[src/sv/rtte_pkg.sv]
// Package for the RTT timeout estimator: widths, reset values, register
// indexes, and the transaction and stage structs. No dependencies.

package rtte_pkg;

   localparam int TIME_W      = 63;
   localparam int SAMPLE_W    = 32;
   localparam int TIMEOUT_W   = 35;
   localparam int CSR_INDEX_W = 1;

   localparam logic [SAMPLE_W-1:0]  SAMPLE_MIN_RESET = 32'd1000000;
   localparam logic [SAMPLE_W-1:0]  SAMPLE_MAX_RESET = 32'd3000000;
   localparam logic [TIMEOUT_W-1:0] TIMEOUT_RESET    = 35'd15000000;
   localparam logic [TIMEOUT_W-1:0] TIMEOUT_LIMIT    = 35'd21474836475;

   localparam logic [CSR_INDEX_W-1:0] CSR_SAMPLE_MIN = 1'b0;
   localparam logic [CSR_INDEX_W-1:0] CSR_SAMPLE_MAX = 1'b1;

   localparam logic MODE_SAMPLE = 1'b0;
   localparam logic MODE_CHECK  = 1'b1;

   typedef struct packed {
      logic              mode;
      logic [TIME_W-1:0] now_time_ns;
      logic [TIME_W-1:0] sent_time_ns;
   } req_type;

   typedef struct packed {
      logic                 expired;
      logic                 sample_taken;
      logic [TIMEOUT_W-1:0] timeout_ns;
   } rsp_type;

   typedef struct packed {
      logic                 mode;
      logic                 negative;
      logic                 elapsed_high;
      logic [TIMEOUT_W-1:0] elapsed_low;
      logic                 in_window;
   } item_type;

endpackage

[src/sv/rtte_front.sv]
// Input register of the RTT timeout estimator: elapsed time, window check
// and the sample window registers. Depends on rtte_pkg.

module rtte_front (
   input  logic                               clock,
   input  logic                               reset,
   input  logic                               accept,
   input  logic                               drain,
   input  rtte_pkg::req_type                  req_data,
   input  logic                               csr_write_en,
   input  logic [rtte_pkg::CSR_INDEX_W-1:0]   csr_index,
   input  logic [rtte_pkg::SAMPLE_W-1:0]      csr_write_data,
   output logic                               item_valid,
   output rtte_pkg::item_type                 item
);

   logic                              item_valid_ff, item_valid_in;
   rtte_pkg::item_type                item_ff, item_in;
   logic [rtte_pkg::SAMPLE_W-1:0]     sample_min_ff, sample_min_in;
   logic [rtte_pkg::SAMPLE_W-1:0]     sample_max_ff, sample_max_in;
   logic [rtte_pkg::TIME_W:0]         elapsed;
   logic [rtte_pkg::SAMPLE_W-1:0]     elapsed_short;

   always_comb begin
      elapsed       = {1'b0, req_data.now_time_ns} - {1'b0, req_data.sent_time_ns};
      elapsed_short = elapsed[rtte_pkg::SAMPLE_W-1:0];

      item_in.mode         = req_data.mode;
      item_in.negative     = elapsed[rtte_pkg::TIME_W];
      item_in.elapsed_high = |elapsed[rtte_pkg::TIME_W-1:rtte_pkg::TIMEOUT_W];
      item_in.elapsed_low  = elapsed[rtte_pkg::TIMEOUT_W-1:0];
      item_in.in_window    = !elapsed[rtte_pkg::TIME_W]
                             && !(|elapsed[rtte_pkg::TIME_W-1:rtte_pkg::SAMPLE_W])
                             && (elapsed_short >= sample_min_ff)
                             && (elapsed_short <= sample_max_ff);

      if (accept) begin
         item_valid_in = 1'b1;
      end else if (drain) begin
         item_valid_in = 1'b0;
      end else begin
         item_valid_in = item_valid_ff;
      end

      sample_min_in = sample_min_ff;
      sample_max_in = sample_max_ff;
      if (csr_write_en) begin
         unique case (csr_index)
            rtte_pkg::CSR_SAMPLE_MIN: begin
               sample_min_in = csr_write_data;
            end
            rtte_pkg::CSR_SAMPLE_MAX: begin
               sample_max_in = csr_write_data;
            end
            default: begin
               sample_min_in = sample_min_ff;
            end
         endcase
      end
   end

   always_ff @(posedge clock) begin
      if (reset) begin
         item_valid_ff <= 1'b0;
         sample_min_ff <= rtte_pkg::SAMPLE_MIN_RESET;
         sample_max_ff <= rtte_pkg::SAMPLE_MAX_RESET;
      end else begin
         item_valid_ff <= item_valid_in;
         sample_min_ff <= sample_min_in;
         sample_max_ff <= sample_max_in;
      end
   end

   always_ff @(posedge clock) begin
      if (accept) begin
         item_ff <= item_in;
      end
   end

   assign item_valid = item_valid_ff;
   assign item       = item_ff;

endmodule

[src/sv/rtte_update.sv]
// Estimator state and result register of the RTT timeout estimator: smoothed
// RTT, deviation and timeout update, expiry check. Depends on rtte_pkg.

module rtte_update (
   input  logic               clock,
   input  logic               reset,
   input  logic               advance,
   input  logic               take,
   input  rtte_pkg::item_type item,
   output logic               rsp_valid,
   output rtte_pkg::rsp_type  rsp_data
);

   localparam int SUM7_W = rtte_pkg::SAMPLE_W + 4;
   localparam int SUM3_W = rtte_pkg::SAMPLE_W + 2;

   logic [rtte_pkg::SAMPLE_W-1:0]  est_ff, est_in;
   logic [rtte_pkg::SAMPLE_W-1:0]  dev_ff, dev_in;
   logic [rtte_pkg::TIMEOUT_W-1:0] timeout_ff, timeout_in;
   logic                           rsp_valid_ff, rsp_valid_in;
   rtte_pkg::rsp_type              rsp_data_ff, rsp_data_in;
   logic [rtte_pkg::SAMPLE_W-1:0]  sample;
   logic [SUM7_W-1:0]              sum7;
   logic [rtte_pkg::SAMPLE_W-1:0]  est_new;
   logic [rtte_pkg::SAMPLE_W-1:0]  diff;
   logic [SUM3_W-1:0]              sum3;
   logic [rtte_pkg::SAMPLE_W-1:0]  dev_new;
   logic [rtte_pkg::TIMEOUT_W-1:0] timeout_new;
   logic                           taken;
   logic                           expired;

   always_comb begin
      sample  = item.elapsed_low[rtte_pkg::SAMPLE_W-1:0];
      sum7    = {1'b0, est_ff, 3'b000} - {4'b0000, est_ff} + {4'b0000, sample};
      est_new = sum7[rtte_pkg::SAMPLE_W+2:3];
      diff    = (sample >= est_new) ? (sample - est_new) : (est_new - sample);
      sum3    = {1'b0, dev_ff, 1'b0} + {2'b00, dev_ff} + {2'b00, diff};
      dev_new = sum3[SUM3_W-1:2];
      timeout_new = {3'b000, est_new} + {1'b0, dev_new, 2'b00};

      taken   = (item.mode == rtte_pkg::MODE_SAMPLE) && item.in_window;
      expired = (item.mode == rtte_pkg::MODE_CHECK) && !item.negative
                && (item.elapsed_high || (item.elapsed_low > timeout_ff));

      est_in     = est_ff;
      dev_in     = dev_ff;
      timeout_in = timeout_ff;
      if (advance && taken) begin
         est_in     = est_new;
         dev_in     = dev_new;
         timeout_in = timeout_new;
      end

      rsp_data_in.expired      = expired;
      rsp_data_in.sample_taken = taken;
      rsp_data_in.timeout_ns   = taken ? timeout_new : timeout_ff;

      if (advance) begin
         rsp_valid_in = 1'b1;
      end else if (take) begin
         rsp_valid_in = 1'b0;
      end else begin
         rsp_valid_in = rsp_valid_ff;
      end
   end

   always_ff @(posedge clock) begin
      if (reset) begin
         est_ff       <= '0;
         dev_ff       <= '0;
         timeout_ff   <= rtte_pkg::TIMEOUT_RESET;
         rsp_valid_ff <= 1'b0;
      end else begin
         est_ff       <= est_in;
         dev_ff       <= dev_in;
         timeout_ff   <= timeout_in;
         rsp_valid_ff <= rsp_valid_in;
      end
   end

   always_ff @(posedge clock) begin
      if (advance) begin
         rsp_data_ff <= rsp_data_in;
      end
   end

   assign rsp_valid = rsp_valid_ff;
   assign rsp_data  = rsp_data_ff;

endmodule

[src/sv/rtt_timeout_estimator_top.sv]
// Top level of the RTT timeout estimator: handshake control around the input
// register (rtte_front) and the state and result register (rtte_update).
// Depends on rtte_pkg.
//
//   port group   direction   payload               transaction
//   req_         in          rtte_pkg::req_type    req_valid && !req_stall
//   rsp_         out         rtte_pkg::rsp_type    rsp_valid && !rsp_stall
//   csr_         in          32-bit write data     csr_write_en
//
// A transaction enters the input register and its result the result register:
// the estimator update runs between the input register and the result register.
// A new transaction is accepted every cycle while req_stall is low; the state
// update is registered with the result, so the next transaction sees it at once.
// Synchronous reset clears both valid bits, the estimate and the deviation, and
// sets timeout and window registers to reset values. A stalled result holds
// the input register, and req_stall rises only when both registers are full.

module rtt_timeout_estimator_top (
   input  logic                             clock,
   input  logic                             reset,
   input  logic                             req_valid,
   output logic                             req_stall,
   input  rtte_pkg::req_type                req_data,
   output logic                             rsp_valid,
   input  logic                             rsp_stall,
   output rtte_pkg::rsp_type                rsp_data,
   input  logic                             csr_write_en,
   input  logic [rtte_pkg::CSR_INDEX_W-1:0] csr_index,
   input  logic [rtte_pkg::SAMPLE_W-1:0]    csr_write_data
);

   logic               item_valid;
   rtte_pkg::item_type item;
   logic               out_open;
   logic               advance;
   logic               accept;
   logic               take;

   assign out_open  = !rsp_valid || !rsp_stall;
   assign advance   = item_valid && out_open;
   assign req_stall = item_valid && !out_open;
   assign accept    = req_valid && !req_stall;
   assign take      = rsp_valid && !rsp_stall;

   rtte_front u_front (
      .clock          (clock),
      .reset          (reset),
      .accept         (accept),
      .drain          (advance),
      .req_data       (req_data),
      .csr_write_en   (csr_write_en),
      .csr_index      (csr_index),
      .csr_write_data (csr_write_data),
      .item_valid     (item_valid),
      .item           (item)
   );

   rtte_update u_update (
      .clock     (clock),
      .reset     (reset),
      .advance   (advance),
      .take      (take),
      .item      (item),
      .rsp_valid (rsp_valid),
      .rsp_data  (rsp_data)
   );

endmodule

[config.mk]
export PLATFORM = sky130hd
export DESIGN_NAME = rtt_timeout_estimator_top
export DESIGN_NICKNAME = d
export VERILOG_FILES = /design/src/sv/rtte_pkg.sv /design/src/sv/rtte_front.sv /design/src/sv/rtte_update.sv /design/src/sv/rtt_timeout_estimator_top.sv
export SDC_FILE = /design/constraint.sdc
export NUM_CORES = 1
export LEC_CHECK = 0
export BUFFER_PORTS_ARGS = -buffer_cell sky130_fd_sc_hd__buf_2
export CAP_MARGIN = 20
export CORE_UTILIZATION = 45
export DETAILED_ROUTE_END_ITERATION = 10
export PLACE_DENSITY = 0.6
export SYNTH_ARGS = -nofsm -noshare
export SYNTH_HDL_FRONTEND = slang
export SYNTH_HIERARCHICAL = 1
export SYNTH_SLANG_ARGS = --single-unit
[constraint.sdc]
create_clock -name clock -period 11.5 [get_ports clock]
set_input_delay 0 -clock clock [delete_from_list [all_inputs] [get_ports clock]]
set_output_delay 0 -clock clock [all_outputs]
set_load 0.01 [all_outputs]
# Yosys cells after proc, flatten, opt, wreduce, memory -nomap -nowiden
# Index checks and enable logic that the tools add are counted.
# totals
word_cells,61
in_bits,165
rom_bits,0
output_inout_bits,39
n_memories,0
latchBits,0
register_bits,241
ram_bits,0
# op_classes
div,0
n_bitwise,2
n_addsub,8
muxes,6
n_lt_le_gt_ge,4
shifts,0
reduce_logical,26
multipliers,0
n_eq_ne,0
# ops
operator,count
32-bit greater-or-equal comparator,2
32-bit subtractor,2
63-bit by 63-bit subtractor with 64-bit output,1
32-bit by 34-bit adder with 35-bit output,1
35-bit by 32-bit adder with 35-bit output,1
35-bit > comparator,1
35-bit two-way mux,1
35-bit by 32-bit subtractor with 35-bit output,1
33-bit by 32-bit adder with 34-bit output,1
34-bit by 32-bit adder with 34-bit output,1
32-bit <= comparator,1
32-bit two-way mux,1
31-bit OR reduction,1
28-bit OR reduction,1
1-bit logical AND,11
1-bit logical NOT,7
1-bit two-way mux,4
2-bit AND reduction,2
2-bit nonzero test,2
1-bit logical OR,2
1-bit NOT,2

# Logic depth before layout (Yosys ltp)
# Gate-level depths: netlist of run 1.
# logic_depth
word_depth,7
depth_mapped,51
depth_no_buf,49

# Modules after synthesis
# The synthesis of run 1 kept the hierarchy.
# by_module_without_submodules
module,cells_per_inst,instances,area_each_um2
rtte_update,1921,1,15125.8
rtte_front,1291,1,9799.4
rtt_timeout_estimator_top,4,1,33.8

# Worst setup path before layout of run 1
# Ideal clock, no wire load.
# synth_timing
path_type,flip-flop to flip-flop
start,register u_front.item_ff (netlist bit u_front/item[15])
end,register u_update.rsp_data_ff (netlist bit u_update/rsp_data[33]) (data pin)
slack_ps,1542
path_stages_with_launch,49
required_time_ps,11233
synth_period_minus_slack_ps,9958
setup_ps,267
arrival_time_ps,9691
path_buffers,3
path_cell_list,edfxtp_1 > inv_1 > fa_1 > inv_1 > ha_1 > a21o_1 > a31oi_1 > o21ai_0 > a21oi_1 > nand2_1 > a31oi_1 > o21bai_1 > a21oi_1 > o21bai_1 > xnor2_1 > inv_1 > ha_1 > clkbuf_1 > [... 13 more ...] > nor3_1 > o21ai_0 > nand2_1 > a21o_1 > a21oi_1 > xnor2_1 > ha_1 > a211o_1 > o211ai_1 > a21oi_1 > a311o_1 > a21oi_1 > o21ai_1 > a2111oi_4 > o211ai_2 > a221o_1 > a21oi_1 > o31ai_2
# synth_rtl
item,line_no,source
"start, declared",rtte_front.sv:18,"rtte_pkg::item_type item_ff, item_in;"
"start signal, assigned",rtte_front.sv:76,item_ff <= item_in;
"end signal, assigned",rtte_update.sv:83,rsp_data_ff <= rsp_data_in;
"end, declared",rtte_update.sv:21,"rtte_pkg::rsp_type rsp_data_ff, rsp_data_in;"

==> metrics.log, run 1 <==
[metrics] result of the run: finished clean
[metrics] Register Area: 5550 sq um
[metrics] mapped cell area: 25000 sq um
[metrics] First-pass DRT Iterations: 5
[metrics] master cell of the clock root buffer: sky130_fd_sc_hd__clkbuf_16
[metrics] met2 Use GR: 46.4%
[metrics] flop-to-flop setup slack: 0.56 ns
[metrics] Port-buffer cells: 203
[metrics] GR Layer Usage met3: 2.39%
[metrics] antenna cell count: 0
[metrics] combined global-route utilization of all metal layers: 28.0%
[metrics] total number of vias: 23954
[metrics] highest net fanout along the worst path: 10
[metrics] cts bufs inserted: 30
[metrics] layout cells sized above 1: 11.2%
[metrics] Critical Path Sink Type: register
[metrics] final hold violation count: 0
[metrics] layout-stage area growth over the synthesis result: 13.7%
[metrics] Most Used Layer, Global Route: met2
[metrics] largest net degree at the start of global routing: 83
[metrics] Hold Path Cell Cnt: 3
[metrics] setup tns final: 0 ns
[metrics] number of global-route vias before repair: 23085
[metrics] x dimension of the die: 238 um
[metrics] number of buffers on the longest clock path: 3
[metrics] estimated wirelength of the detail-placed design: 64500 um
[metrics] Worst R2R Path Depth: 45
[metrics] die area: 56400 sq um
[metrics] antenna violations before repair: 0
[metrics] count of maximum capacitance violations: 0
[metrics] source of the worst register-to-register timing path: u_front/item[7]
[metrics] Global Route met1 Usage: 39.1%
[metrics] Vias per Instance: 5.74
[metrics] flop and latch count out of synthesis: 239
[metrics] Clock transition at path regs: 0.06 ns
[metrics] Worst Hold Endpoint: u_front/item[3]
[metrics] Main synth FF type: sky130_fd_sc_hd__dfxtp_1
[metrics] Placement Rows: 85
[metrics] critical path's slowest cell: sky130_fd_sc_hd__fa_1
[metrics] average routed wire per standard cell: 19.3 um
[metrics] post-synthesis async set-or-reset flop share: 0%
[metrics] global-route wire length before repair: 125000 um
[metrics] clock insertion delay at the later pin of the skew report: 0.61 ns
[metrics] io pins: 204
[metrics] endpoint required time on the critical path: 11.80 ns
[metrics] maximum clock rate: 0.0914 GHz
[metrics] min Tclk post-route: 10.94 ns
[metrics] number of enable flip-flop cells after synthesis: 76
[metrics] share of synthesized area occupied by flip-flops and latches: 22.2%
[metrics] Multi-input gate area: 17600 sq um
[metrics] grt total ovfl: 0
[metrics] number of endpoints failing setup at the final stage: 0
[metrics] count of fill cells added during filler insertion: 5228
[metrics] starting utilization of the core area: 45.9%
[metrics] skew final: 0.0404 ns
[metrics] detailed-route DRC error count: 0
[metrics] worst r2r dst: u_update/rsp_data[32]
[metrics] synthesized net count: 3763
[metrics] number of pins with negative max-slew slack in the final report: 0
[metrics] Crit path largest cell delay: 0.54 ns
[metrics] WS Path Type: register to register
[metrics] sinks on the clock net: 239
[metrics] gate count after technology mapping: 3216
[metrics] origin of the worst min-delay path: req_data[65]
[metrics] die height: 238 um
[metrics] element type at the critical path start: register
[metrics] deepest level of the CTS H-tree: 1
[metrics] warning count from the yosys run: 6
[metrics] # nets final: 3955
[metrics] starting DRC count in detailed routing: 1889
[metrics] worst path arrival time: 11.24 ns
[metrics] area of the placeable core: 54300 sq um
[metrics] Synth Area per Inst: 7.76 sq um
[metrics] max-slew headroom at the worst pin: 28.4%
[metrics] path class of the lowest-slack min-delay path: primary input to register
[metrics] slew at the pin closest to its max-slew limit: 1.07 ns
[metrics] clock tree from TritonCTS: done
[metrics] routability-driven placement congestion ratio: 0.961
[metrics] sum of routed wire length over all layers: 80700 um
[metrics] final clock period utilization by the worst path: 95.2%
[metrics] post-synthesis cell type count: 105
[metrics] post-route antenna net violation count: 0
==> synth_stat cells (26+ instances only) <==
| library cell | n | area [sq um] |
|---|---|---|
| sky130_fd_sc_hd__nand2_1 | 404 | 1520 |
| sky130_fd_sc_hd__inv_1 | 384 | 1440 |
| sky130_fd_sc_hd__a21oi_1 | 345 | 1730 |
| sky130_fd_sc_hd__ha_1 | 317 | 3970 |
| sky130_fd_sc_hd__nor2_1 | 193 | 724 |
| sky130_fd_sc_hd__o21ai_0 | 165 | 826 |
| sky130_fd_sc_hd__dfxtp_1 | 163 | 3260 |
| sky130_fd_sc_hd__a21o_1 | 125 | 938 |
| sky130_fd_sc_hd__xnor2_1 | 95 | 832 |
| sky130_fd_sc_hd__clkbuf_1 | 88 | 330 |
| sky130_fd_sc_hd__edfxtp_1 | 76 | 2280 |
| sky130_fd_sc_hd__fa_1 | 65 | 1300 |
| sky130_fd_sc_hd__nor3_1 | 65 | 325 |
| sky130_fd_sc_hd__nand4_1 | 63 | 394 |
| sky130_fd_sc_hd__xor2_1 | 60 | 526 |
| sky130_fd_sc_hd__nand3_1 | 44 | 220 |
| sky130_fd_sc_hd__nand2b_1 | 31 | 194 |
| sky130_fd_sc_hd__a211oi_1 | 30 | 225 |
| sky130_fd_sc_hd__buf_2 | 30 | 150 |
| sky130_fd_sc_hd__o21a_1 | 29 | 218 |
| sky130_fd_sc_hd__o21bai_1 | 29 | 218 |
| sky130_fd_sc_hd__nor2b_1 | 26 | 163 |
| sky130_fd_sc_hd__o211ai_1 | 26 | 195 |
==> metrics by stage <==
| step | std cells | hold slack [ns] | setup WS [ns] | cell area (sq um) | utilization (%) |
|---|---|---|---|---|---|
| global route | 4171 | 0.0782 | -0.00737 | 28400 | 52.2 |
| finish | 4171 | 0.0428 | 0.556 | 28400 | 52.2 |
| floorplan | 3216 | 0.0989 | 1.54 | 25000 | - |
| detailed placement | 4059 | 0.230 | 0.432 | 26600 | 49.0 |
| global placement | 4057 | 0.230 | 0.590 | 26600 | 49.0 |
| CTS | 4159 | 0.0309 | 0.306 | 28100 | 51.7 |
==> cell type report <==
| type | count | area share [%] |
|---|---|---|
| Tap cell | 739 | 3.26 |
| Inverter | 386 | 5.11 |
| Clock buffer | 33 | 2.69 |
| Timing Repair Buffer | 288 | 6.45 |
| Clock inverter | 23 | 0.957 |
| Multi-Input combinational cell | 2463 | 62.0 |
| Sequential cell | 239 | 19.5 |
==> cell families after synthesis <==
group,count (synthesis),share of synthesized area [%]
buf+inv,515,8.00
compound gates,944,24.2
simple gates,960,18.2
xor+xnor,156,5.50
fa+ha+maj,382,21.1
mux,20,0.822
flops,239,22.2
==> sequential cells by signal, indices dropped and copies added (netlist names) <==
name,cells
u_front/item,39
u_update/est_ff,32
u_update/dev_ff,32
u_update/rsp_valid,1
u_front/sample_max_ff,32
u_update/rsp_data,37
u_front/sample_min_ff,32
u_update/timeout_ff,33
u_front/item_valid,1
==> placed cells by master, fill, tap and decap left out, types with 36 or more instances in the layout <==
| cell | Yosys | routed |
|---|---|---|
| sky130_fd_sc_hd__buf_4 | 2 | 36 |
| sky130_fd_sc_hd__inv_1 | 384 | 384 |
| sky130_fd_sc_hd__xor2_1 | 60 | 60 |
| sky130_fd_sc_hd__ha_1 | 317 | 313 |
| sky130_fd_sc_hd__nand4_1 | 63 | 63 |
| sky130_fd_sc_hd__nand3_1 | 44 | 42 |
| sky130_fd_sc_hd__dfxtp_1 | 163 | 163 |
| sky130_fd_sc_hd__nor2_1 | 193 | 192 |
| sky130_fd_sc_hd__nor3_1 | 65 | 63 |
| sky130_fd_sc_hd__a21oi_1 | 345 | 336 |
| sky130_fd_sc_hd__xnor2_1 | 95 | 89 |
| sky130_fd_sc_hd__edfxtp_1 | 76 | 76 |
| sky130_fd_sc_hd__dlygate4sd3_1 | 0 | 45 |
| sky130_fd_sc_hd__nand2_1 | 404 | 403 |
| sky130_fd_sc_hd__buf_2 | 30 | 203 |
| sky130_fd_sc_hd__o21ai_0 | 165 | 161 |
| sky130_fd_sc_hd__a21o_1 | 125 | 125 |
| sky130_fd_sc_hd__fa_1 | 65 | 65 |
==> how the worst max path moves through the flow <==
stage | startpoint | to | slack [ns] | cells past startpoint
final | u_front/item[7] | u_update/rsp_data[32] | 0.56 | 45
after floorplan | u_front/item[15] | u_update/rsp_data[33] | 1.54 | 48
after CTS | u_front/item[15] | u_update/rsp_data[33] | 0.31 | 47
after detailed placement | u_front/item[12] | u_update/rsp_data[33] | 0.43 | 48
after global placement | u_front/item[12] | u_update/rsp_data[33] | 0.59 | 47
after global routing | u_front/item[7] | u_update/rsp_data[32] | -0.007 | 46
==> metal layers <==
metal,share of wire [%],vias up
met1,46,11432
li1,-,11626
met5,0,-
met4,2.6,0
met3,5.6,123
met2,46,773
==> critical path: cells and delay by family (launching register included) <==
kind                       cells  cell delay, ns
AOI/OAI and AO/OA             19            4.41
xor gates and xnor gates       4            0.87
adders and majority gates      6            2.51
buffers and inverters          5            0.68
DFF                            1            0.47
muxes                          1            0.12
and+or+nand+nor               10            1.52
==> timing repair <==
action	in CTS	in global routing
setup endpoints to repair	0	29
gates resized for setup	0	31
setup buffers	0	8
hold endpoints to repair	115	5
hold buffers	44	1
Power of run 1 is not shown: default switching activity piles up to over one toggle a cycle in this logic, so the estimate is an artifact.
==> run 2: changes to the inputs <==
--- a/config.mk
+++ b/config.mk
@@ -5,11 +5,12 @@
 export SDC_FILE = /design/constraint.sdc
 export NUM_CORES = 1
 export LEC_CHECK = 0
+export ABC_AREA = 1
 export BUFFER_PORTS_ARGS = -buffer_cell sky130_fd_sc_hd__buf_2
 export CAP_MARGIN = 20
-export CORE_UTILIZATION = 45
+export CORE_UTILIZATION = 35
 export DETAILED_ROUTE_END_ITERATION = 10
-export PLACE_DENSITY = 0.6
+export PLACE_DENSITY = 0.48
 export SYNTH_ARGS = -nofsm -noshare
 export SYNTH_HDL_FRONTEND = slang
 export SYNTH_HIERARCHICAL = 1
==> metrics.log, run 2 <==
[metrics] result of the run: finished clean (unchanged)
[metrics] clock insertion delay at the later pin of the skew report: 0.58 ns (was 0.61 ns)
[metrics] die height: 285 um (was 238 um)
[metrics] worst r2r dst: u_update/rsp_data[32] (unchanged)
[metrics] synthesized net count: 4978 (was 3763)
[metrics] deepest level of the CTS H-tree: 2 (was 1)
[metrics] most used cells in the layout excluding fill and tap cells: 1163 x sky130_fd_sc_hd__nand2_1, 980 x sky130_fd_sc_hd__inv_1, 361 x sky130_fd_sc_hd__a21oi_1 (was 403 x sky130_fd_sc_hd__nand2_1, 384 x sky130_fd_sc_hd__inv_1, 336 x sky130_fd_sc_hd__a21oi_1)
[metrics] layout-stage area growth over the synthesis result: 13.3% (was 13.7%)
[metrics] skew final: 0.0406 ns (was 0.0404 ns)
[metrics] Worst Hold Endpoint: u_front/item[2] (was u_front/item[3])
[metrics] master cell of the clock root buffer: sky130_fd_sc_hd__clkbuf_16 (unchanged)
[metrics] largest net degree at the start of global routing: 80 (was 83)
[metrics] number of flip-flops in the largest register: 39 (unchanged)
[metrics] total number of vias: 28123 (was 23954)
[metrics] maximum clock rate: 0.0938 GHz (was 0.0914 GHz)
[metrics] clock tree from TritonCTS: done (unchanged)
[metrics] leading cell types by total area after synthesis: sky130_fd_sc_hd__nand2_1 16%, sky130_fd_sc_hd__ha_1 14%, sky130_fd_sc_hd__inv_1 13% (was sky130_fd_sc_hd__ha_1 16%, sky130_fd_sc_hd__dfxtp_1 13%, sky130_fd_sc_hd__edfxtp_1 9.1%)
[metrics] post-route antenna net violation count: 0 (unchanged)
[metrics] grt total ovfl: 0 (unchanged)
[metrics] Port-buffer cells: 203 (unchanged)
[metrics] post-synthesis async set-or-reset flop share: 0% (unchanged)
[metrics] number of enable flip-flop cells after synthesis: 76 (unchanged)
[metrics] die area: 81300 sq um (was 56400 sq um)
[metrics] combined global-route utilization of all metal layers: 25.0% (was 28.0%)
[metrics] area of the placeable core: 79100 sq um (was 54300 sq um)
[metrics] critical path's slowest cell: sky130_fd_sc_hd__fa_1 (unchanged)
[metrics] max-slew headroom at the worst pin: 32.3% (was 28.4%)
[metrics] worst path arrival time: 10.93 ns (was 11.24 ns)
[metrics] flop and latch count out of synthesis: 239 (unchanged)
[metrics] post-synthesis cell type count: 56 (was 105)
[metrics] element type at the critical path start: register (unchanged)
[metrics] starting DRC count in detailed routing: 1786 (was 1889)
[metrics] share of synthesized area occupied by flip-flops and latches: 19.8% (was 22.2%)
[metrics] antenna cell count: 0 (unchanged)
[metrics] number of global-route vias before repair: 27157 (was 23085)
[metrics] count of fill cells added during filler insertion: 8767 (was 5228)
[metrics] Hold Path Cell Cnt: 3 (unchanged)
[metrics] most frequent CP cell: sky130_fd_sc_hd__nand2_1
[metrics] source of the worst register-to-register timing path: u_front/item[16] (was u_front/item[7])
[metrics] x dimension of the die: 285 um (was 238 um)
[metrics] io pins: 204 (unchanged)
[metrics] detailed-route DRC error count: 0 (unchanged)
[metrics] Critical Path Sink Type: register (unchanged)
[metrics] path class of the lowest-slack min-delay path: primary input to register (unchanged)
[metrics] routability-driven placement congestion ratio: 1.01 (was 0.961)
[metrics] minimum setup slack in the final design: 0.841 ns (was 0.556 ns)
[metrics] count of maximum capacitance violations: 0 (unchanged)
[metrics] # nets final: 5208 (was 3955)
[metrics] area leader, netlist: sky130_fd_sc_hd__nand2_1 (was sky130_fd_sc_hd__ha_1)
[metrics] number of buffers on the longest clock path: 3 (unchanged)
[metrics] final hold violation count: 0 (unchanged)
[metrics] top cell type's share of synthesized area: 15.6% (was 15.9%)
[metrics] First-pass DRT Iterations: 6 (was 5)
[metrics] endpoint required time on the critical path: 11.77 ns (was 11.80 ns)
[metrics] flop-to-flop setup slack: 0.84 ns (was 0.56 ns)
[metrics] global-route wire length before repair: 156000 um (was 125000 um)
[metrics] Vias per Instance: 4.90 (was 5.74)
[metrics] min Tclk post-route: 10.66 ns (was 10.94 ns)
[metrics] sinks on the clock net: 239 (unchanged)
[metrics] Commonest cells post-synth: 1163 x sky130_fd_sc_hd__nand2_1, 982 x sky130_fd_sc_hd__inv_1, 361 x sky130_fd_sc_hd__a21oi_1 (was 404 x sky130_fd_sc_hd__nand2_1, 384 x sky130_fd_sc_hd__inv_1, 345 x sky130_fd_sc_hd__a21oi_1)
[metrics] slew at the pin closest to its max-slew limit: 1.02 ns (was 1.07 ns)
[metrics] WS Path Type: register to register (unchanged)
[metrics] starting utilization of the core area: 35.5% (was 45.9%)
[metrics] Layout Utilization: 40.2% (was 52.2%)
[metrics] number of endpoints failing setup at the final stage: 0 (unchanged)
[metrics] cts bufs inserted: 34 (was 30)
[metrics] origin of the worst min-delay path: req_data[1] (was req_data[65])
[metrics] average routed wire per standard cell: 18.0 um (was 19.3 um)
[metrics] Synth Area per Inst: 6.33 sq um (was 7.76 sq um)
[metrics] Clock transition at path regs: 0.05 ns (was 0.06 ns)
[metrics] estimated wirelength of the detail-placed design: 87200 um (was 64500 um)
[metrics] worst slack after detailed placement: 0.628 ns (was 0.432 ns)
[metrics] worst hold slack: 0.0321 ns (was 0.0428 ns)
[metrics] gate count after technology mapping: 4431 (was 3216)
[metrics] warning count from the yosys run: 6 (unchanged)
[metrics] sum of routed wire length over all layers: 104000 um (was 80700 um)
[metrics] most numerous cell in the Yosys netlist: sky130_fd_sc_hd__nand2_1 (unchanged)
[metrics] Main synth FF type: sky130_fd_sc_hd__dfxtp_1 (unchanged)
[metrics] Crit path largest cell delay: 0.56 ns (was 0.54 ns)
[metrics] highest net fanout along the worst path: 8 (was 10)
[metrics] final clock period utilization by the worst path: 92.7% (was 95.2%)
[metrics] Worst R2R Path Depth: 57 (was 45)
[metrics] number of pins with negative max-slew slack in the final report: 0 (unchanged)
[metrics] antenna violations before repair: 0 (unchanged)
[metrics] leading cell type in the layout, fill and taps excluded: sky130_fd_sc_hd__nand2_1 (unchanged)
[metrics] mapped cell area: 28100 sq um (was 25000 sq um)
[metrics] layout cells sized above 1: 8.15% (was 11.2%)
[metrics] Placement Rows: 103 (was 85)
-- run 2: cell count changes in the layout (fill, tap and decap cells not counted), sizes merged, moves of 21 or more --
| cell | before | now |
|---|---|---|
| xor2 | 60 | 100 |
| o21ai | 179 | 298 |
| nor3 | 67 | 35 |
| nand2 | 404 | 1187 |
| inv | 387 | 987 |
| nor2 | 194 | 301 |
| and3 | 26 | 5 |
| a211oi | 33 | 3 |
| nand3 | 46 | 179 |
| nor2b | 28 | 0 |
| xnor2 | 96 | 38 |
| a21o | 130 | 10 |
| nand2b | 31 | 0 |
-- run 2: cell families (layout without fill, tap and decap cells) --
group,count (synthesis),in the layout,share of synthesized area (%)
xor+xnor,138,138,4.31
compound gates,816,816,16.1
buf+inv,1058,1313,14.3
simple gates,1798,1798,26.7
flops,239,239,19.8
fa+ha+maj,382,382,18.8
-- run 2: how the worst max path moves through the flow --
stage / start / to / slack, ns / cells after the start
3_3_place_gp: u_front/item[13] / u_update/rsp_data[32] / 0.78 / 54
6_report: u_front/item[16] / u_update/rsp_data[32] / 0.84 / 57
2_1_floorplan: u_front/item[17] / u_update/rsp_data[32] / 3.16 / 54
3_5_place_dp: u_front/item[13] / u_update/rsp_data[32] / 0.63 / 54
4_1_cts: u_front/item[13] / u_update/rsp_data[32] / 0.56 / 54
5_1_grt: u_front/item[13] / u_update/rsp_data[32] / -0.001 / 56
-- run 2: per-stage QoR --
step	instance area [sq um]	instances	setup TNS, ns
finish	31800	5736	0
detailed placement	30300	5633	0
floorplan	28100	4431	0
global route	31800	5736	-0.00112
CTS	31800	5733	0
global placement	30300	5633	0
-- run 2: final cells by class --
| cell class | instances | area, sq um | share of cell area [%] |
|---|---|---|---|
| multi-input combinational | 3134 | 18500 | 58.3 |
| sequential | 239 | 5550 | 17.4 |
| inverter | 987 | 3710 | 11.7 |
| timing repair buffer | 265 | 1580 | 4.97 |
| tap | 1050 | 1310 | 4.13 |
| clock buffer | 49 | 988 | 3.11 |
| clock inverter | 12 | 131 | 0.413 |
-- run 2: timing repair --
| action | in CTS | in global routing |
|---|---|---|
| setup buffers | 0 | 3 |
| resized for setup | 0 | 3 |
| hold endpoints to repair | 69 | 0 |
| endpoints found under the setup margin | 0 | 29 |
| hold buffers | 39 | 0 |
-- run 2: worst max-delay path: cells and delay by family (launching register included) --
| kind | cells | cell delay, ns |
|---|---|---|
| xor gates and xnor gates | 1 | 0.29 |
| buffers and inverters | 9 | 1.12 |
| and+or+nand+nor | 30 | 3.45 |
| DFF | 1 | 0.46 |
| adders and majority gates | 6 | 2.37 |
| AOI/OAI and AO/OA | 11 | 2.67 |
-- run 2: per-layer routing --
layer	track usage, %	part of all wire (%)	vias up
met4	6.64	2.7	0
met2	43.0	47	602
li1	-	-	14467
met1	33.2	46	12933
met5	0	0	-
met3	2.21	4.0	121
Power of run 2 is left out for the same reason.
